File: src/rtl/cwc_pkg.sv
// ----------------------------------------------------------------------------
// cwc_pkg
// Shared types and constants for the congestion window controller.
// ----------------------------------------------------------------------------
package cwc_pkg;

  localparam int IDX_W  = 16;  // packet index width
  localparam int WIN_W  = 7;   // window and threshold width
  localparam int DUP_W  = 2;   // duplicate ack counter width
  localparam int CIDX_W = 1;   // config register index width

  localparam logic [DUP_W-1:0] DUP_TRIGGER = 2'd3;
  localparam logic [WIN_W-1:0] RETX_BONUS  = 7'd3;
  localparam logic [WIN_W-1:0] THRESH_RST  = 7'd32;
  localparam logic [IDX_W-1:0] TOTAL_RST   = 16'd1;

  localparam logic [CIDX_W-1:0] REG_TOTAL_PACKETS     = 1'd0;
  localparam logic [CIDX_W-1:0] REG_INITIAL_THRESHOLD = 1'd1;

  localparam logic KIND_SEND = 1'b0;
  localparam logic KIND_RETX = 1'b1;

  typedef enum logic [1:0] {
    ST_IDLE,
    ST_ACK,
    ST_SETUP,
    ST_SEND
  } state_t;

  // controller -> datapath
  typedef struct packed {
    logic latch;     // capture accepted request
    logic do_ack;    // apply ack update
    logic do_setup;  // set up send round
    logic emit;      // load next window index into output register
  } cmd_t;

  // datapath -> controller
  typedef struct packed {
    logic retx;       // pending ack will cause a fast retransmit
    logic send_none;  // send round has nothing to emit
    logic emit_last;  // next emitted index is the final one
    logic out_free;   // output register can take a result this cycle
  } status_t;

endpackage

File: src/rtl/cwc_ctrl.sv
// ----------------------------------------------------------------------------
// cwc_ctrl
// Sequencer: accepts a request, then runs the ack update or the send round.
// ----------------------------------------------------------------------------
module cwc_ctrl (
  input  logic             clk,
  input  logic             rst,
  input  logic             event_valid,
  input  logic             action,
  output logic             event_stall,
  input  cwc_pkg::status_t status,
  output cwc_pkg::cmd_t    cmd
);
  import cwc_pkg::*;

  state_t state, state_next;

  always_ff @(posedge clk) begin
    if (rst) begin
      state <= ST_IDLE;
    end else begin
      state <= state_next;
    end
  end

  always_comb begin
    state_next = state;
    case (state)
      ST_IDLE: begin
        if (event_valid) begin
          state_next = action ? ST_SETUP : ST_ACK;
        end
      end
      ST_ACK: begin
        if (!status.retx || status.out_free) begin
          state_next = ST_IDLE;
        end
      end
      ST_SETUP: begin
        state_next = status.send_none ? ST_IDLE : ST_SEND;
      end
      ST_SEND: begin
        if (status.out_free && status.emit_last) begin
          state_next = ST_IDLE;
        end
      end
      default: state_next = ST_IDLE;
    endcase
  end

  always_comb begin
    cmd         = '0;
    event_stall = 1'b1;
    case (state)
      ST_IDLE: begin
        event_stall = 1'b0;
        cmd.latch   = event_valid;
      end
      ST_ACK:   cmd.do_ack   = !status.retx || status.out_free;
      ST_SETUP: cmd.do_setup = 1'b1;
      ST_SEND:  cmd.emit     = status.out_free;
      default: begin
        cmd         = '0;
        event_stall = 1'b1;
      end
    endcase
  end

endmodule

File: src/rtl/cwc_dp.sv
// ----------------------------------------------------------------------------
// cwc_dp
// Window state, config registers, ack/send arithmetic and output register.
// ----------------------------------------------------------------------------
module cwc_dp #(
  parameter int MAX_WINDOW = 64
) (
  input  logic                        clk,
  input  logic                        rst,
  input  logic                        cfg_wr,
  input  logic [cwc_pkg::CIDX_W-1:0]  cfg_index,
  input  logic [cwc_pkg::IDX_W-1:0]   cfg_data,
  input  logic [cwc_pkg::IDX_W-1:0]   ack_index,
  input  logic                        end_signal,
  input  logic                        receive_empty,
  input  cwc_pkg::cmd_t               cmd,
  output cwc_pkg::status_t            status,
  input  logic                        tx_stall,
  output logic                        tx_valid,
  output logic                        kind,
  output logic [cwc_pkg::IDX_W-1:0]   packet_index,
  output logic [cwc_pkg::WIN_W-1:0]   window_now,
  output logic                        last
);
  import cwc_pkg::*;

  localparam logic [WIN_W-1:0] MAX_W = WIN_W'(MAX_WINDOW);

  // config; initial_threshold only matters through slow_start_limit
  logic [IDX_W-1:0] total_packets;

  // window state
  logic [IDX_W-1:0] window_base;
  logic             have_ack;   // highest_ack valid (reset value is "none")
  logic [IDX_W-1:0] highest_ack;
  logic [WIN_W-1:0] window_size;
  logic [WIN_W-1:0] slow_start_limit;
  logic [DUP_W-1:0] duplicate_count;
  logic             finished;

  // latched request
  logic [IDX_W-1:0] req_ack;
  logic             req_end;
  logic             req_empty;

  // send round walker
  logic [IDX_W-1:0] cur;
  logic [IDX_W-1:0] end_idx;

  logic             is_new, is_dup;
  logic [DUP_W-1:0] dup_inc;
  logic [WIN_W-1:0] half_win, retx_win, grown, win_ack;
  logic [WIN_W:0]   retx_sum;
  logic [IDX_W:0]   end_sum;
  logic [IDX_W-1:0] end_clip;
  logic             load;

  assign grown    = (window_size >= MAX_W) ? MAX_W : window_size + 1'b1;
  assign is_new   = !have_ack || (req_ack > highest_ack);
  assign is_dup   = have_ack && (req_ack == highest_ack);
  assign dup_inc  = duplicate_count + 1'b1;
  assign half_win = window_size >> 1;
  assign retx_sum = {1'b0, half_win} + {1'b0, RETX_BONUS};
  assign retx_win = (retx_sum > {1'b0, MAX_W}) ? MAX_W : retx_sum[WIN_W-1:0];

  always_comb begin
    win_ack = window_size;
    if (is_new) begin
      if (window_size < slow_start_limit) begin
        win_ack = grown;
      end
    end else if (is_dup && dup_inc >= DUP_TRIGGER) begin
      win_ack = retx_win;
    end
    if (req_empty) begin
      win_ack = WIN_W'(1);
    end
  end

  assign end_sum  = {1'b0, window_base} + (IDX_W+1)'(window_size);
  assign end_clip = (end_sum > {1'b0, total_packets}) ? total_packets : end_sum[IDX_W-1:0];

  assign status.retx      = !req_end && !is_new && is_dup && (dup_inc >= DUP_TRIGGER);
  assign status.send_none = finished || (window_base >= end_clip);
  assign status.emit_last = ({1'b0, cur} + 1'b1) == {1'b0, end_idx};
  assign status.out_free  = !tx_valid || !tx_stall;

  assign load = cmd.emit || (cmd.do_ack && status.retx);

  // config registers and window state
  always_ff @(posedge clk) begin
    if (rst) begin
      total_packets     <= TOTAL_RST;
      window_base       <= '0;
      have_ack          <= 1'b0;
      highest_ack       <= '0;
      window_size       <= WIN_W'(1);
      slow_start_limit  <= THRESH_RST;
      duplicate_count   <= '0;
      finished          <= 1'b0;
    end else begin
      if (cfg_wr) begin
        case (cfg_index)
          REG_TOTAL_PACKETS: total_packets <= cfg_data;
          REG_INITIAL_THRESHOLD: begin
            slow_start_limit  <= cfg_data[WIN_W-1:0];
          end
          default: ;
        endcase
      end
      if (cmd.do_ack) begin
        if (req_end) begin
          finished <= 1'b1;
        end else begin
          window_size <= win_ack;
          if (is_new) begin
            window_base <= req_ack;
            highest_ack <= req_ack;
            have_ack    <= 1'b1;
          end else if (is_dup) begin
            if (dup_inc >= DUP_TRIGGER) begin
              slow_start_limit <= half_win;
              duplicate_count  <= '0;
            end else begin
              duplicate_count <= dup_inc;
            end
          end
        end
      end
      if (cmd.do_setup && !finished && (slow_start_limit < window_size)) begin
        window_size <= grown;
      end
    end
  end

  // request capture and walker (payload, no reset)
  always_ff @(posedge clk) begin
    if (cmd.latch) begin
      req_ack   <= ack_index;
      req_end   <= end_signal;
      req_empty <= receive_empty;
    end
    if (cmd.do_setup) begin
      cur     <= window_base;
      end_idx <= end_clip;
    end else if (cmd.emit) begin
      cur <= cur + 1'b1;
    end
  end

  // output register
  always_ff @(posedge clk) begin
    if (rst) begin
      tx_valid <= 1'b0;
    end else if (load) begin
      tx_valid <= 1'b1;
    end else if (!tx_stall) begin
      tx_valid <= 1'b0;
    end
  end

  always_ff @(posedge clk) begin
    if (load) begin
      if (cmd.emit) begin
        kind         <= KIND_SEND;
        packet_index <= cur;
        window_now   <= window_size;
        last         <= status.emit_last;
      end else begin
        kind         <= KIND_RETX;
        packet_index <= req_ack;
        window_now   <= win_ack;
        last         <= 1'b1;
      end
    end
  end

  // window stays within 1..MAX_WINDOW
  a_win_range: assert property (@(posedge clk) disable iff (rst)
    window_size != '0 && window_size <= MAX_W)
    else $error("window size out of range");

  // counter is cleared on reaching the trigger
  a_dup_bound: assert property (@(posedge clk) disable iff (rst)
    duplicate_count != DUP_TRIGGER)
    else $error("duplicate counter left at trigger value");

  // never overwrite a result still waiting downstream
  a_no_overrun: assert property (@(posedge clk) disable iff (rst)
    load |-> (!tx_valid || !tx_stall))
    else $error("output register overrun");

  // walker stays inside the clipped window
  a_walk_bound: assert property (@(posedge clk) disable iff (rst)
    cmd.emit |-> (cur < end_idx))
    else $error("send index beyond window end");

  // a final send result ends the round
  a_last_ends: assert property (@(posedge clk) disable iff (rst)
    cmd.emit && status.emit_last |=> !cmd.emit)
    else $error("send continued after last index");

endmodule

File: src/rtl/congestion_window_controller.sv
// ----------------------------------------------------------------------------
// congestion_window_controller
// Sender-side sliding window with Reno-style congestion control.
// ----------------------------------------------------------------------------
// One request is handled at a time. An ack request frees the block for the
// next acceptance after its update (later only while a fast retransmit
// waits for the output register to drain). A send round walks the n indices
// of the clipped window (n up to MAX_WINDOW): a set-up step, then one index
// per cycle through the single output register, so downstream stall
// stretches the round. The next request is taken while the final result
// still sits in the output register. Config writes are always ready and
// must only be issued while idle; writing initial_threshold also reloads the
// slow start limit.
// ----------------------------------------------------------------------------
module congestion_window_controller #(
  parameter int MAX_WINDOW = 64
) (
  input  logic                        clk,
  input  logic                        rst,
  // config write
  input  logic                        cfg_valid,
  output logic                        cfg_ready,
  input  logic [cwc_pkg::CIDX_W-1:0]  cfg_index,
  input  logic [cwc_pkg::IDX_W-1:0]   cfg_data,
  // event requests
  input  logic                        event_valid,
  output logic                        event_stall,
  input  logic                        action,
  input  logic [cwc_pkg::IDX_W-1:0]   ack_index,
  input  logic                        end_signal,
  input  logic                        receive_empty,
  // transmit results
  output logic                        tx_valid,
  input  logic                        tx_stall,
  output logic                        kind,
  output logic [cwc_pkg::IDX_W-1:0]   packet_index,
  output logic [cwc_pkg::WIN_W-1:0]   window_now,
  output logic                        last
);
  import cwc_pkg::*;

  cmd_t    cmd;
  status_t status;

  assign cfg_ready = 1'b1;

  cwc_ctrl u_ctrl (
    .clk         (clk),
    .rst         (rst),
    .event_valid (event_valid),
    .action      (action),
    .event_stall (event_stall),
    .status      (status),
    .cmd         (cmd)
  );

  cwc_dp #(
    .MAX_WINDOW (MAX_WINDOW)
  ) u_dp (
    .clk           (clk),
    .rst           (rst),
    .cfg_wr        (cfg_valid && cfg_ready),
    .cfg_index     (cfg_index),
    .cfg_data      (cfg_data),
    .ack_index     (ack_index),
    .end_signal    (end_signal),
    .receive_empty (receive_empty),
    .cmd           (cmd),
    .status        (status),
    .tx_stall      (tx_stall),
    .tx_valid      (tx_valid),
    .kind          (kind),
    .packet_index  (packet_index),
    .window_now    (window_now),
    .last          (last)
  );

endmodule

File: config.mk
export PLATFORM = sky130hd
export DESIGN_NAME = congestion_window_controller
export DESIGN_NICKNAME = d
export VERILOG_FILES = /design/src/rtl/cwc_pkg.sv /design/src/rtl/cwc_ctrl.sv /design/src/rtl/cwc_dp.sv /design/src/rtl/congestion_window_controller.sv
export SDC_FILE = /design/constraint.sdc
export NUM_CORES = 1
export LEC_CHECK = 0
export BUFFER_PORTS_ARGS = -buffer_cell sky130_fd_sc_hd__buf_2
export CORE_MARGIN = 1.5
export CORE_UTILIZATION = 48
export CTS_CLUSTER_SIZE = 24
export DETAILED_ROUTE_END_ITERATION = 7
export GPL_ROUTABILITY_DRIVEN = 0
export GPL_TIMING_DRIVEN = 0
export PLACE_DENSITY = 0.64
export SYNTH_ARGS = -nofsm -noshare
export SYNTH_HDL_FRONTEND = slang
export SYNTH_HIERARCHICAL = 1
export SYNTH_SLANG_ARGS = --single-unit
File: constraint.sdc
create_clock -name clk -period 8.25 [get_ports clk]
set_clock_uncertainty 0.05 [all_clocks]
set_input_delay 1.65 -clock clk [delete_from_list [all_inputs] [get_ports clk]]
set_output_delay 1.65 -clock clk [all_outputs]
set_load 0.05 [all_outputs]
==> impl_metrics.py <==
metrics = {
    "clock_tree": {
        "cts_tree": "yes",
        "cts.clk_slew.worst_paths_ns": 0.06,
        "clockBufferDepth": 2,
        "post_cts_buffers": 0,
        "cts.sink_count": 128,
        "clk_latency_ns": 0.43,
        "root_buffer": "clkbuf_16",
        "postCtsHoldBufs": 0,
        "htree_levels": 4,
        "numCtsBuffers": 17,
        "ctsResizeCount": 0,
    },
    "timing": {
        "rsz0062_at_grt": "no",
        "hold_viol_final": 0,
        "period_needed_ns": 6.65,
        "finalCritPeriodShare": 0.806,
        "timing.final.max_slew_violations": 0,
        "finalSetupViolations": 0,
        "timing.setup.tns_ns": 0,
        "hold_slack_ns": 0.435,
        "fmax_mhz": 150,
        "tightest_slew_ns": 1.13,
        "max_slew_margin": 0.247,
    },
    "yosys": {
        "synth_edf_count": 75,
        "yosys.area.top_type": "edfxtp_1",
        "synth_area_leaders": "edfxtp_1 (28%), dfxtp_1 (13%), ha_1 (10%)",
        "netlist_area_um2": 8160,
        "yosysUniqueCellTypes": 68,
        "yosys_register_bits": 128,
        "syn_nets": 942,
        "yosysSeqAreaShare": 0.406,
        "async_reset_ff_frac": 0,
        "syn_avg_cell_area_um2": 9.81,
        "yosysWarningCount": 6,
        "syn_inst": 832,
        "synthFlopType": "edfxtp_1",
        "synth_top_cell_area_share": 0.276,
    },
    "drt": {
        "vias_per_cell": 5.72,
        "drt-initial-drc-count": 812,
        "wl_per_cell_um": 18.3,
        "drc": 0,
        "wirelength_um": 21100,
        "wl_met1_um": 10200,
        "firstDrtPassIters": 5,
        "wl_met2_um": 9260,
        "drtAntennaViolNets": 0,
        "top_layer_used": "met4",
        "num_vias": 6587,
        "met3_length_um": 1210,
    },
    "critical_path": {
        "reg2reg_from": "u_dp/window_size[0]$_SDFFE_PP1P_",
        "startpoint": "u_dp/window_size[0]$_SDFFE_PP1P_",
        "r2r_cells": 27,
        "timing.rr.end": "u_ctrl/state[1]$_SDFFE_PP0P_",
        "crit_required_ns": 8.53,
        "critPathArrivalTime_ns": 6.92,
        "start_kind": "flop",
        "critPathMaxFanout": 10,
        "end_kind": "flop",
        "rrSetupSlack_ns": 1.60,
        "path_class": "reg2reg",
    },
    "die": {
        "coreArea_um2": 16600,
        "die_w_um": 133,
        "rows": 47,
        "start_util": 0.492,
        "pin_count": 69,
        "die_y_um": 133,
        "die_area_um2": 17800,
    },
    "power": {
        "vdd_ir_drop_max_mv": 0.172,
        "pwr-share-clk": 0.341,
        "power_switching_mw": 0.768,
        "internal_power_mw": 1.56,
        "swShare": 0.329,
        "pwr-share-seq": 0.369,
        "pwr_density_cell_nw_per_um2": 248,
        "pwr-share-comb": 0.289,
        "power_leakage_nw": 3.76,
    },
    "worst_hold_path": {
        "whs_path_depth": 2,
        "hold_end": "u_dp/duplicate_count[0]$_SDFFE_PP0P_",
        "min_path_type": "reg2reg",
        "hold_start": "u_dp/duplicate_count[0]$_SDFFE_PP0P_",
    },
    "finish": {
        "stdcell_count": 1152,
        "antenna_cells": 0,
        "final_common_cell": "nand2_1",
        "fin_util": 0.567,
        "n_fill_cell": 1494,
        "fin_nets": 1029,
        "drive_gt1_frac": 0.168,
        "syn_to_final_growth_pct": 15.3,
        "layout_common_cells": "nand2_1 (78), edfxtp_1 (75), ha_1 (68)",
    },
    "grt": {
        "grt_max_degree": 26,
        "grtUsageTotal": 0.248,
        "grt-ovfl-total": 0,
        "antenna_found_initial": 0,
        "first_global_vias": 6248,
        "grt_first_pass_wirelength_um": 33700,
    },
    "placement": {
        "post-place-cells": 1120,
        "dp_hpwl_um": 16000,
        "io_buffers": 67,
    },
    "flow_run": {
        "drv_cap": 0,
    },
    "status": {
        "outcome": "completed",
    },
}
==> cell type report <==
type | count | area, µm² | area share
clock buffer | 18 | 429 | 0.0456
buffer | 40 | 215 | 0.0229
sequential | 128 | 3310 | 0.352
multi-input combinational | 609 | 4430 | 0.471
clock inverter | 14 | 188 | 0.0199
timing repair buffer | 68 | 350 | 0.0372
inverter | 55 | 206 | 0.0219
tap | 220 | 275 | 0.0293
==> worst max-delay path by stage <==
stage                                         to  slack (ns)  cells after the start
global route        u_ctrl/state[1]$_SDFFE_PP0P_        1.23                     27
finish              u_ctrl/state[1]$_SDFFE_PP0P_        1.60                     27
floorplan           u_ctrl/state[0]$_SDFFE_PP0P_        2.86                     26
detailed placement  u_ctrl/state[1]$_SDFFE_PP0P_        1.68                     27
global placement    u_ctrl/state[1]$_SDFFE_PP0P_        1.78                     27
CTS                 u_ctrl/state[1]$_SDFFE_PP0P_        1.66                     27
==> flip-flops by register name, indices dropped and copies added, names as in the netlist, 7 cells and up <==
register,cells
u_dp/packet_index,16
u_dp/window_size,7
u_dp/cur,16
u_dp/total_packets,16
u_dp/req_ack,16
u_dp/window_now,7
u_dp/highest_ack,16
u_dp/end_idx,16
u_dp/slow_start_limit,7
==> per-layer routing <==
layer | vias to the layer above | track usage
li1 | 3220 | -
met1 | 3123 | 0.362
met2 | 214 | 0.372
met3 | 30 | 0.0479
met4 | 0 | 0.0779
met5 | - | 0
==> logic make-up after synthesis <==
group           share of synthesized area
other cells                      0.000459
fa+ha+maj                           0.107
mux                                0.0987
xor+xnor                           0.0536
flops                               0.406
buf+inv                            0.0517
compound gates                      0.137
simple gates                        0.145
==> cells in the mapped netlist (8+ instances only) <==
cell type	instances
nand4_1	15
ha_1	68
nor3_1	15
xor2_1	18
xnor2_1	32
mux2i_1	40
inv_1	55
edfxtp_1	75
nor2_1	52
mux2_2	36
a21oi_1	54
nand2_1	78
nand3_1	20
a21o_1	8
dfxtp_1	53
nor4_1	9
nor2b_1	14
clkbuf_1	28
a211oi_1	11
o21ai_0	36
==> through the flow <==
step	power, mW	worst slack, ns	instance area [µm²]
after floorplan	1.35	2.86	8160
after global placement	1.53	1.78	8770
after detailed placement	1.54	1.68	8790
after CTS	2.34	1.66	9410
after global routing	2.44	1.23	9410
final	2.33	1.60	9410
==> worst max-delay path, stage by stage, from the launching register on <==
cell      delay (ns)
dfxtp_1         0.57
ha_1            0.29
fa_1            0.23
a21o_1          0.12
a21oi_1         0.11
o21ai_0         0.14
nor2b_1         0.36
nand4_1         0.18
xnor2_1         0.27
ha_1            0.30
a21oi_1         0.13
nor2b_1         0.05
o21ai_0         0.18
o2111a_1        0.23
a311oi_1        0.06
a21oi_1         0.27
clkbuf_1        0.53
mux2_2          0.45
ha_1            0.27
nand2b_1        0.14
a21o_1          0.17
a21oi_1         0.19
nor2b_1         0.06
o21ai_0         0.20
a221o_1         0.18
o211ai_1        0.20
a211o_1         0.37
a311oi_1        0.23
==> power by group through the flow <==
stage / clock network [mW] / registers, mW / logic [mW]
final: 0.796 / 0.861 / 0.675
after global routing: 0.834 / 0.870 / 0.741
after CTS: 0.806 / 0.860 / 0.673
after detailed placement: 0 / 0.872 / 0.669
after global placement: 0 / 0.872 / 0.657
after floorplan: 0 / 0.865 / 0.485
No activity file was read; power rests on OpenSTA's default activity.
